## config.mk

```make
export PLATFORM = sky130hd
export DESIGN_NAME = timeout_table_engine
export DESIGN_NICKNAME = d
export VERILOG_FILES = /design/src/hdl/tte_pkg.sv /design/src/hdl/timeout_table_engine.sv /design/src/hdl/tte_ram.sv /design/src/hdl/tte_due.sv
export SDC_FILE = /design/constraint.sdc
export NUM_CORES = 1
export LEC_CHECK = 0
export BUFFER_PORTS_ARGS = -buffer_cell sky130_fd_sc_hd__buf_2
export CORE_AREA = 2 2 428 430
export DETAILED_ROUTE_END_ITERATION = 6
export DIE_AREA = 0 0 430 432
export PLACE_DENSITY = 0.52
export SLEW_MARGIN = 20
export SYNTH_ARGS = -nofsm -noshare
export SYNTH_HDL_FRONTEND = slang
export SYNTH_SLANG_ARGS = --single-unit
export TNS_END_PERCENT = 1
```

## constraint.sdc

```tcl
create_clock -name clk -period 8.44 [get_ports clk]
set_input_delay 0.844 -clock clk [delete_from_list [all_inputs] [get_ports clk]]
set_output_delay 0.844 -clock clk [all_outputs]
set_load 0.01 [all_outputs]
```

## src/hdl/tte_pkg.sv

```systemverilog
// ----------------------------------------------------------------------------
// tte_pkg: shared types and codes of the timeout table engine
// Item modes, result kinds and status codes, and the layout of a slot entry.
// ----------------------------------------------------------------------------
package tte_pkg;

  // Item modes
  localparam logic [1:0] MODE_TICK   = 2'd0;
  localparam logic [1:0] MODE_ADD    = 2'd1;
  localparam logic [1:0] MODE_REMOVE = 2'd2;

  // Result kinds
  localparam logic [1:0] KIND_ACK       = 2'd0;
  localparam logic [1:0] KIND_EXPIRED   = 2'd1;
  localparam logic [1:0] KIND_IDLE_TICK = 2'd2;

  // Status codes
  localparam logic [1:0] STATUS_OK          = 2'd0;
  localparam logic [1:0] STATUS_ZERO_DELAY  = 2'd1;
  localparam logic [1:0] STATUS_NOT_RUNNING = 2'd2;

  localparam logic [31:0] DELAY_FOREVER = 32'hFFFF_FFFF;

  // One slot as stored in the slot memory
  typedef struct packed {
    logic [31:0] wakeup;
    logic [31:0] period;
    logic        periodic;
    logic        for_task;
  } entry_t;

  localparam int ENTRY_W = $bits(entry_t);

  // Outcome of the expiry check for one slot
  typedef struct packed {
    logic due;
    logic rearm;
    logic task_wake;
  } verdict_t;

endpackage

```

## src/hdl/timeout_table_engine.sv

```systemverilog
// ----------------------------------------------------------------------------
// timeout_table_engine: tick counter and timeout slot table
// Arms, frees and expires timeout slots against a 32-bit tick counter.
// ----------------------------------------------------------------------------
// A transaction is taken when start is high and busy is low. Add, remove and
// refused ticks (core_running low) give a single result on done in the next
// cycle and busy never rises, so one such transaction can follow another
// every cycle. A tick keeps busy high while it scans: the slot memory has one
// read port and the engine reads one slot per cycle, then checks the last
// slot read and closes the scan. Expired slots come out in ascending order,
// one per done strobe, the last one marked by last; a tick with nothing due
// gives one result of kind 2. The receiver cannot stall: every result is on
// the ports for exactly one cycle. The user must write core_running through
// cfg_we / cfg_wdata while the engine is idle; the engine does not enforce it.
// Slot contents are undefined after reset; the armed bits gate them.
// ----------------------------------------------------------------------------
module timeout_table_engine #(
  parameter int SLOTS = 16
) (
  input  logic        clk,
  input  logic        rst,
  // configuration
  input  logic        cfg_we,
  input  logic        cfg_wdata,
  // command
  input  logic        start,
  output logic        busy,
  input  logic [1:0]  mode,
  input  logic [3:0]  slot,
  input  logic [31:0] delay,
  input  logic        periodic,
  input  logic [31:0] period,
  input  logic        for_task,
  input  logic [7:0]  tick_step,
  // result
  output logic        done,
  output logic [1:0]  kind,
  output logic [1:0]  status,
  output logic [3:0]  expired_slot,
  output logic        task_wake,
  output logic        rearmed,
  output logic [31:0] tick_now,
  output logic        last
);

  localparam int AW = (SLOTS > 1) ? $clog2(SLOTS) : 1;
  localparam int CW = $clog2(SLOTS + 1);

  typedef enum logic {
    ST_IDLE,
    ST_SCAN
  } state_t;

  state_t state;

  logic              core_running;
  logic [31:0]       tick_count;
  logic [31:0]       old_count;
  logic [7:0]        step_r;
  logic [SLOTS-1:0]  armed;

  // scan pipeline: cnt issues reads, chk_* is the slot whose data is back
  logic [CW-1:0]     cnt;
  logic              chk_vld;
  logic [AW-1:0]     chk_idx;

  // held expiry, emitted once the next one (or the end of scan) is known
  logic              pend_vld;
  logic [3:0]        pend_slot;
  logic              pend_task;
  logic              pend_rearm;

  logic              accept;
  logic              issuing;
  logic              chk_hit;
  logic              slot_in_range;
  logic              add_ok;
  logic [6:0]        slot_ext;
  logic [AW-1:0]     slot_idx;

  tte_pkg::entry_t   add_entry;
  tte_pkg::entry_t   rd_entry;
  tte_pkg::entry_t   rearm_entry;
  tte_pkg::verdict_t verdict;
  logic [31:0]       wakeup_next;

  logic                        ram_we;
  logic [AW-1:0]               ram_waddr;
  logic [tte_pkg::ENTRY_W-1:0] ram_wdata;
  logic [tte_pkg::ENTRY_W-1:0] ram_rdata;

  assign busy    = (state != ST_IDLE);
  assign accept  = start && !busy;
  assign issuing = (cnt < CW'(SLOTS));

  assign slot_ext      = {3'd0, slot};
  assign slot_in_range = (slot_ext < 7'(SLOTS));
  assign slot_idx      = slot_ext[AW-1:0];

  // arm only on a real delay to an existing slot; zero and forever arm nothing
  assign add_ok = accept && (mode == tte_pkg::MODE_ADD) && (delay != 32'd0) &&
                  (delay != tte_pkg::DELAY_FOREVER) && slot_in_range;

  assign add_entry.wakeup   = tick_count + delay;
  assign add_entry.period   = period;
  assign add_entry.periodic = periodic;
  assign add_entry.for_task = for_task;

  assign rd_entry = tte_pkg::entry_t'(ram_rdata);

  tte_due u_due (
    .entry       (rd_entry),
    .old_count   (old_count),
    .new_count   (tick_count),
    .step        (step_r),
    .verdict     (verdict),
    .wakeup_next (wakeup_next)
  );

  assign chk_hit = chk_vld && armed[chk_idx] && verdict.due;

  always_comb begin
    rearm_entry        = rd_entry;
    rearm_entry.wakeup = wakeup_next;
  end

  // Share the write port: adds while idle, periodic re-arms during a scan.
  // A re-arm writes the checked slot while the next slot is read, so the
  // two never collide.
  always_comb begin
    ram_we    = 1'b0;
    ram_waddr = slot_idx;
    ram_wdata = add_entry;
    case (state)
      ST_IDLE: begin
        ram_we = add_ok;
      end
      ST_SCAN: begin
        ram_we    = chk_hit && verdict.rearm;
        ram_waddr = chk_idx;
        ram_wdata = rearm_entry;
      end
      default: begin
        ram_we = 1'b0;
      end
    endcase
  end

  tte_ram #(
    .WIDTH (tte_pkg::ENTRY_W),
    .DEPTH (SLOTS)
  ) u_slot_ram (
    .clk   (clk),
    .we    (ram_we),
    .waddr (ram_waddr),
    .wdata (ram_wdata),
    .raddr (cnt[AW-1:0]),
    .rdata (ram_rdata)
  );

  always_ff @(posedge clk) begin
    if (rst) begin
      state        <= ST_IDLE;
      core_running <= 1'b0;
      tick_count   <= 32'd0;
      armed        <= '0;
      cnt          <= '0;
      chk_vld      <= 1'b0;
      pend_vld     <= 1'b0;
      done         <= 1'b0;
      last         <= 1'b0;
    end else begin
      done <= 1'b0;

      if (cfg_we) begin
        core_running <= cfg_wdata;
      end

      case (state)
        ST_IDLE: begin
          if (accept) begin
            // default: one acknowledge with the unchanged counter
            done         <= 1'b1;
            last         <= 1'b1;
            kind         <= tte_pkg::KIND_ACK;
            status       <= tte_pkg::STATUS_OK;
            expired_slot <= 4'd0;
            task_wake    <= 1'b0;
            rearmed      <= 1'b0;
            tick_now     <= tick_count;
            case (mode)
              tte_pkg::MODE_TICK: begin
                if (core_running) begin
                  // advance now, report after the scan
                  done       <= 1'b0;
                  old_count  <= tick_count;
                  tick_count <= tick_count + {24'd0, tick_step};
                  step_r     <= tick_step;
                  cnt        <= '0;
                  chk_vld    <= 1'b0;
                  pend_vld   <= 1'b0;
                  state      <= ST_SCAN;
                end else begin
                  status <= tte_pkg::STATUS_NOT_RUNNING;
                end
              end
              tte_pkg::MODE_ADD: begin
                if (delay == 32'd0) begin
                  status <= tte_pkg::STATUS_ZERO_DELAY;
                end else if (add_ok) begin
                  armed[slot_idx] <= 1'b1;
                end
              end
              tte_pkg::MODE_REMOVE: begin
                if (slot_in_range) begin
                  armed[slot_idx] <= 1'b0;
                end
              end
              default: begin
                status <= tte_pkg::STATUS_OK;
              end
            endcase
          end
        end

        ST_SCAN: begin
          chk_vld <= issuing;
          chk_idx <= cnt[AW-1:0];
          if (issuing) begin
            cnt <= cnt + CW'(1);
          end

          if (chk_hit) begin
            // free one-shots and task waits; periodic ones stay armed
            if (!verdict.rearm) begin
              armed[chk_idx] <= 1'b0;
            end
            // release the held expiry, not the last one
            if (pend_vld) begin
              done         <= 1'b1;
              last         <= 1'b0;
              kind         <= tte_pkg::KIND_EXPIRED;
              status       <= tte_pkg::STATUS_OK;
              expired_slot <= pend_slot;
              task_wake    <= pend_task;
              rearmed      <= pend_rearm;
              tick_now     <= tick_count;
            end
            pend_vld   <= 1'b1;
            pend_slot  <= 4'(chk_idx);
            pend_task  <= verdict.task_wake;
            pend_rearm <= verdict.rearm;
          end

          if (!issuing && !chk_vld) begin
            // close the scan: flush the held expiry, or report a quiet tick
            done         <= 1'b1;
            last         <= 1'b1;
            status       <= tte_pkg::STATUS_OK;
            tick_now     <= tick_count;
            if (pend_vld) begin
              kind         <= tte_pkg::KIND_EXPIRED;
              expired_slot <= pend_slot;
              task_wake    <= pend_task;
              rearmed      <= pend_rearm;
            end else begin
              kind         <= tte_pkg::KIND_IDLE_TICK;
              expired_slot <= 4'd0;
              task_wake    <= 1'b0;
              rearmed      <= 1'b0;
            end
            pend_vld <= 1'b0;
            state    <= ST_IDLE;
          end
        end

        default: begin
          state <= ST_IDLE;
        end
      endcase
    end
  end

  // ---------------------------------------------------------------------------
  // Assertions
  // ---------------------------------------------------------------------------

  // Add and remove transactions answer in the next cycle with a single result.
  assert property (@(posedge clk) disable iff (rst)
    accept && (mode != tte_pkg::MODE_TICK) |=> done && last && !busy)
    else $error("add/remove transaction did not complete in one cycle");

  // A tick while the kernel is stopped is refused at once.
  assert property (@(posedge clk) disable iff (rst)
    accept && (mode == tte_pkg::MODE_TICK) && !core_running
      |=> done && last && (status == tte_pkg::STATUS_NOT_RUNNING))
    else $error("tick while stopped was not refused");

  // The final result of a transaction leaves the engine idle.
  assert property (@(posedge clk) disable iff (rst)
    done && last |-> !busy)
    else $error("last result shown while still busy");

  // A re-arm writes back only a slot that is armed.
  assert property (@(posedge clk) disable iff (rst)
    ram_we && (state == ST_SCAN) |-> armed[chk_idx] && chk_vld)
    else $error("re-arm write to a slot that is not armed");

endmodule

```

## src/hdl/tte_ram.sv

```systemverilog
// ----------------------------------------------------------------------------
// tte_ram: generic single-port-write, single-port-read synchronous RAM
// One write and one registered read per cycle.
// ----------------------------------------------------------------------------
module tte_ram #(
  parameter int WIDTH = 8,
  parameter int DEPTH = 16
) (
  input  logic                                   clk,
  input  logic                                   we,
  input  logic [((DEPTH > 1) ? $clog2(DEPTH) : 1)-1:0] waddr,
  input  logic [WIDTH-1:0]                       wdata,
  input  logic [((DEPTH > 1) ? $clog2(DEPTH) : 1)-1:0] raddr,
  output logic [WIDTH-1:0]                       rdata
);

  logic [WIDTH-1:0] mem [DEPTH];

  always_ff @(posedge clk) begin
    if (we) begin
      mem[waddr] <= wdata;
    end
    rdata <= mem[raddr];
  end

endmodule

```

## src/hdl/tte_due.sv

```systemverilog
// ----------------------------------------------------------------------------
// tte_due: expiry check for one slot
// Wrap-aware test that the wakeup falls in the span just passed, plus the
// re-arm wakeup of a periodic timer.
// ----------------------------------------------------------------------------
module tte_due (
  input  tte_pkg::entry_t   entry,
  input  logic [31:0]       old_count,
  input  logic [31:0]       new_count,
  input  logic [7:0]        step,
  output tte_pkg::verdict_t verdict,
  output logic [31:0]       wakeup_next
);

  logic [31:0] span;

  assign span = entry.wakeup - old_count;

  // due when 1 <= wakeup - old <= step, modulo 2^32
  assign verdict.due       = (span != 32'd0) && (span <= {24'd0, step});
  // task waits are never re-armed, even when marked periodic
  assign verdict.rearm     = !entry.for_task && entry.periodic;
  assign verdict.task_wake = entry.for_task;
  assign wakeup_next       = new_count + entry.period;

endmodule
```

==> results of run 1 <==
[registers in the layout, indices dropped and copies added (netlist names), 5 cells and up, named ones only]
name and flops:
old_count 32, step_r 8, u_slot_ram.mem 1056, tick_now 32, cnt 5, tick_count 32, u_slot_ram.rdata 66
[metal layers]
metal  track usage, %  vias to the layer above  part of all wire (%)  wire (µm)
li1                 -                    12300                     -          -
met1             21.4                    15200                    43      63900
met2             25.9                      893                    49      72300
met3             2.54                      188                   5.0       7430
met4             5.21                        2                   2.9       4220
met5                0                        -                0.0047          7
[critical path, stage by stage (launching register included)]
cell	delay, ns
edfxtp_1	0.33
inv_1	0.04
ha_1	0.49
nand4_1	0.17
a2111oi_0	0.89
o21ai_0	0.29
a31oi_1	0.35
a211oi_1	0.20
xnor2_1	0.19
nor4_1	0.25
and4_1	1.04
nand4_4	0.59
a21oi_4	0.85
buf_4	0.55
[power breakdown]
group          leakage, nW  internal, W  total [W]  switching (W)
registers             11.4      0.00693    0.00695      0.0000192
clock network         2.15      0.00340    0.00587        0.00246
logic                 6.06     0.000132   0.000433       0.000302
[layout by cell type, fill, tap and decap left out, drive strengths merged, types with 20 or more instances in the layout]
cell    instances
a21o           20
a21oi         107
buf           233
clkbuf        181
clkinv         48
dfxtp         125
edfxtp       1148
ha             79
inv           148
mux4          334
nand2         142
nand3          38
nand4          32
nor2           94
nor3           32
nor4           25
o21ai         122
xnor2          42
xor2           29
[final cells by class]
cell class              instances  area share, %
inverters                     140          0.860
flip-flops and latches       1273           60.5
clock buffers                 181           6.23
repair buffers                233           2.62
well taps                    2385           4.88
diodes                          5         0.0205
clock inverters                69          0.948
multi-input cells            1368           23.9
[kinds of logic after synthesis]
group / after synthesis / synth area share, %
simple gates: 458 / 4.39
mux: 349 / 14.7
buf+inv: 277 / 2.07
xor+xnor: 71 / 1.19
flops: 1273 / 70.7
fa+ha+maj: 82 / 2.00
compound gates: 408 / 4.99
[final timing paths]
path	endpoint	slack [ns]
worst max-delay path	u_slot_ram.mem[14][30]$_DFFE_PP_	1.79
worst min-delay path	step_r[4]$_DFFE_PP_	0.29
worst max register to register	u_slot_ram.mem[14][30]$_DFFE_PP_	1.79
worst min register to register	task_wake$_SDFFCE_PN0P_	0.52
[metrics by stage]
step	util [%]	total power [W]	instances	cell area (µm²)
floorplan	-	0.00730	2918	52300
global placement	31.1	0.00751	5397	56600
detailed placement	31.2	0.00752	5399	56600
CTS	33.6	0.0134	5649	61000
global route	33.6	0.0137	5653	61100
finish	33.6	0.0132	5654	61100
==> out/metrics.cfg, run 1 <==
[synth]
synth_area_leaders = edfxtp_1 (66%), mux4_2 (14%), dfxtp_1 (4.8%)
synth_most_common_cell = edfxtp_1
synth_commonest_cells = edfxtp_1 (1148), mux4_2 (331), nand2_1 (142), inv_1 (140), dfxtp_1 (125)
yosysSeqAreaShare_pct = 70.7
yosysUniqueCellTypes = 78
syn-num-nets = 3085
synth.cell_area_um2 = 52300
synth_cells = 2918
synth_top_area_share_pct = 65.9
ys_ff_latch = 1273
yosys_warnings = 0
ys_async_sr_fraction_pct = 0
synth.avg_cell_area_um2 = 17.9
synth_flop_cell = edfxtp_1
synth-edff-count = 1148
yosys.area.top_type = edfxtp_1

[setup_path]
endpoint_kind = flop
path_max_fanout = 26
arrival_ns = 7.04
path_class = reg2reg
reg2reg_depth = 13
cp-start-kind = flop
required_ns = 8.84
critPathLaunch = old_count[5]$_DFFE_PP_
r2r_start = old_count[5]$_DFFE_PP_

[global_route]
grt_usage_pct = 15.8
grt_pass1_wl_um = 212000
antenna_found_initial = 14
grt_max_degree = 145
grt_pass1_vias = 28500
grt_overflow = 0

[cts]
cts-hold-fix-buffers = 0
cts_max_path_buffers = 3
clk_pin_slew_ns = 0.06
cts.htree.levels = 4
cts_root_buffer = clkbuf_16
numCtsBuffers = 138
cts_setup_buffers = 0
cts.sinks = 1273
cts_tree = yes
cts_resized = 0
clock_latency_ns = 0.77

[hold_path]
hp-start = tick_step[4]
hold_depth = 1
hold_path_class = in2reg

[layout]
multi_input_area_um2 = 14600
nets = 3321
seq_area_um2 = 37000
drive_gt1_share_pct = 25.6
fillers = 17100
syn_to_final_growth_pct = 16.8

[sta]
tns_ns = 0
finalMaxSlewViolations = 0
final.setup.worst_slack_ns = 1.79
relSlewSlack_pct = 18.7
skew_ns = 0.0362
whs_ns = 0.287
setup_viol = 0
fmax_mhz = 150
hold_viol_final = 0
rsz0062_at_grt = no
finalCritPeriodShare_pct = 78.8
worstMarginPinSlew_ns = 1.22
finalCriticalPeriod_ns = 6.65

[routing]
drc = 0
viasPerCell = 5.05
routedWlPerCell_um = 26.2
firstDrtPassIters = 5
routed_wl_um = 148000
drtAntennaViolNets = 0
vias = 28500
drt_iter0_drc = 2885

[die]
fp-row-count = 157
dieHeight_um = 432
ios = 130
core_um2 = 182000
dieArea_um2 = 186000
die_w_um = 430
start_util_pct = 28.8

[power]
ir_drop_mv = 0.236
power_density_nw_per_um2 = 217
leakagePower_nw = 19.6

[place]
place.gp.congestion = 0.874
hpwlAfterDp_um = 97600
port_buffers = 129
pre_cts_ws_ns = 1.85

[outcome]
status = finished clean

[job]
max_cap_viol_count = 0

Power figures use the tool's default switching activity.
==> run 2, diff against run 1 <==
--- a/config.mk
+++ b/config.mk
@@ -5,10 +5,11 @@
 export SDC_FILE = /design/constraint.sdc
 export NUM_CORES = 1
 export LEC_CHECK = 0
+export ABC_AREA = 1
 export BUFFER_PORTS_ARGS = -buffer_cell sky130_fd_sc_hd__buf_2
-export CORE_AREA = 2 2 428 430
+export CORE_AREA = 2 2 434 436
 export DETAILED_ROUTE_END_ITERATION = 6
-export DIE_AREA = 0 0 430 432
+export DIE_AREA = 0 0 436 438
 export PLACE_DENSITY = 0.52
 export SLEW_MARGIN = 20
 export SYNTH_ARGS = -nofsm -noshare
==> constraint.sdc (replaced) <==
create_clock -name clk -period 6.55 [get_ports clk]
set_input_delay 0.655 -clock clk [delete_from_list [all_inputs] [get_ports clk]]
set_output_delay 0.655 -clock clk [all_outputs]
set_load 0.01 [all_outputs]
==> run 2 against run 1 <==
  * Largest cell class unchanged
  * Wire length grew 11%
  * Critical path type unchanged
  * Highest routed layer unchanged
  * Maximum frequency grew 28%
  * Register-to-register slack lost 0.43 ns
  * Non-clock buffer count shrank 37
==> out/metrics.cfg, run 2 <==
[power]
leakagePower_nw = 21.7
power_density_nw_per_um2 = 280
ir_drop_mv = 0.259
total_power_w = 0.0174

[sta]
finalMaxSlewViolations = 0
fmax_mhz = 193
worstMarginPinSlew_ns = 1.24
skew_ns = 0.0449
finalCriticalPeriod_ns = 5.19
setup_viol = 0
relSlewSlack_pct = 17.5
tns_ns = 0
finalCritPeriodShare_pct = 79.3
rsz0062_at_grt = no
hold_viol_final = 0

[die]
start_util_pct = 28.8
dieArea_um2 = 191000
ios = 130
fp-row-count = 159
core_um2 = 187000
dieHeight_um = 438
die_w_um = 436

[cts]
clock_latency_ns = 0.78
cts-hold-fix-buffers = 0
cts_setup_buffers = 0
cts_tree = yes
cts.htree.levels = 4
cts.sinks = 1273
numCtsBuffers = 136
cts_resized = 0
cts_max_path_buffers = 3
cts_root_buffer = clkbuf_16
clk_pin_slew_ns = 0.06

[place]
place_area_um2 = 57600
hpwlAfterDp_um = 102000
port_buffers = 129
place.gp.congestion = 0.925

[synth]
ys_async_sr_fraction_pct = 0
synth.cell_area_um2 = 53700
yosys.area.top_type = edfxtp_1
yosysUniqueCellTypes = 54
synth_commonest_cells = edfxtp_1 (1148), nor2_1 (692), nand2_1 (661), o21ai_0 (614), inv_1 (296)
synth_area_leaders = edfxtp_1 (64%), o21ai_0 (5.7%), nor2_1 (4.8%)
synth_flop_cell = edfxtp_1
synth-edff-count = 1148
syn-num-nets = 4878
synth_cells = 4711
yosys_warnings = 0
synth.avg_cell_area_um2 = 11.4
ys_ff_latch = 1273
synth_top_area_share_pct = 64.1
synth_most_common_cell = edfxtp_1
yosysSeqAreaShare_pct = 68.8

[setup_path]
path_class = reg2reg
arrival_ns = 5.58
cp-start-kind = flop
required_ns = 6.94
path_max_fanout = 48
endpoint_kind = flop

[routing]
viasPerCell = 4.97
drc = 0
drt_iter0_drc = 3856
firstDrtPassIters = 6
vias = 36800
drtAntennaViolNets = 0
routed_wl_um = 164000
routedWlPerCell_um = 22.2

[layout]
top_register = u_slot_ram.mem
layout_common_cells = edfxtp_1 (1148), nor2_1 (673), nand2_1 (661)
reg_top3 = u_slot_ram.mem x1056, u_slot_ram.rdata x66
drive_gt1_share_pct = 10.1
fillers = 18700
finalInstanceArea_um2 = 62100
syn_to_final_growth_pct = 15.5
final_common_cell = edfxtp_1
nets = 4970
largest_reg_flops = 1056

[hold_path]
hold_path_class = in2reg

[global_route]
grt_max_degree = 226
grt_usage_pct = 16.7
antenna_found_initial = 15
grt_pass1_wl_um = 240000
grt_pass1_vias = 35300
grt_overflow = 0

[job]
max_cap_viol_count = 0

[outcome]
status = finished clean

[run 2: changes by cell type in the layout (fill, tap and decap cells not counted), moves of 17 or more]
cell	previous run	this run
nor2b_1	19	0
nor2_4	1	20
nand2_1	142	661
xnor2_1	35	9
o221ai_1	2	106
buf_4	90	44
o22ai_1	4	160
nor2_1	92	673
inv_1	140	292
mux4_2	331	0
nand3_1	37	175
nand3_2	1	18
clkbuf_1	28	45
o21ai_0	104	614
[run 2: final timing paths]
kind / from / end / slack, ns / cells past startpoint
worst min register to register: last$_SDFFE_PP0P_ / last$_SDFFE_PP0P_ / 0.50 / 2
worst max register to register: busy$_SDFF_PP0_ / u_slot_ram.mem[2][64]$_DFFE_PP_ / 1.36 / 18
worst min-delay path: cfg_we / core_running$_SDFFE_PP0P_ / 0.08 / 2
worst max-delay path: busy$_SDFF_PP0_ / u_slot_ram.mem[2][64]$_DFFE_PP_ / 1.36 / 18
[run 2: cell type report]
class                           count  area (µm²)  area share, %
Antenna cell                        1        2.50        0.00403
Clock buffer                      193        3780           6.10
Clock inverter                     54         554          0.893
Inverter                          310        1180           1.91
Multi-Input combinational cell   2886       15000           24.2
Sequential cell                  1273       37000           59.6
Tap cell                         2495        3120           5.03
Timing Repair Buffer              196        1430           2.30
[run 2: metal layers]
layer / vias up / global-route usage [%] / share of wire, %
met5: - / 0 / 0.018
met4: 4 / 5.54 / 3.0
met3: 246 / 2.65 / 5.6
met2: 1109 / 26.9 / 46
met1: 18300 / 23.1 / 45
li1: 17100 / - / -
[run 2: per-stage QoR]
| step | utilization [%] | instances | hold slack (ns) | worst slack, ns |
|---|---|---|---|---|
| 3_3_place_gp | 30.8 | 7158 | 0.482 | 1.29 |
| 5_1_grt | 33.3 | 7407 | 0.0735 | 0.988 |
| 3_5_place_dp | 30.9 | 7159 | 0.499 | 1.21 |
| 4_1_cts | 33.2 | 7406 | 0.0242 | 1.31 |
| 2_1_floorplan | - | 4711 | 0.406 | 0.371 |
| 6_report | 33.3 | 7408 | 0.0755 | 1.36 |
[run 2: worst max-delay path, cell delays in order, from the launching register on]
cell and delay (ns):
dfxtp_4 0.76, nand2_1 0.15, o21ai_0 0.34, ha_1 0.30, inv_1 0.06, fa_1 0.44, nand3b_1 0.18, nand2_1 0.11
a21oi_1 0.12, o21ai_1 0.29, a21oi_1 0.16, o21ai_0 0.41, a21boi_0 0.30, o21ai_0 0.54, nand2_1 0.13, inv_1 0.10
nor2_1 0.04, nand2_1 0.07, nand2_1 0.29
[run 2: cell families after synthesis]
group	share of synthesized area [%]
fa+ha+maj	1.95
xor+xnor	0.747
flops	68.8
simple gates	12.9
compound gates	11.7
buf+inv	3.90
[run 2: power by group]
group | switching, W | total [W] | internal [W] | leakage, nW
combinational | 0.000662 | 0.000891 | 0.000229 | 8.15
sequential | 0.0000326 | 0.00898 | 0.00895 | 11.4
clock | 0.00323 | 0.00753 | 0.00430 | 2.11
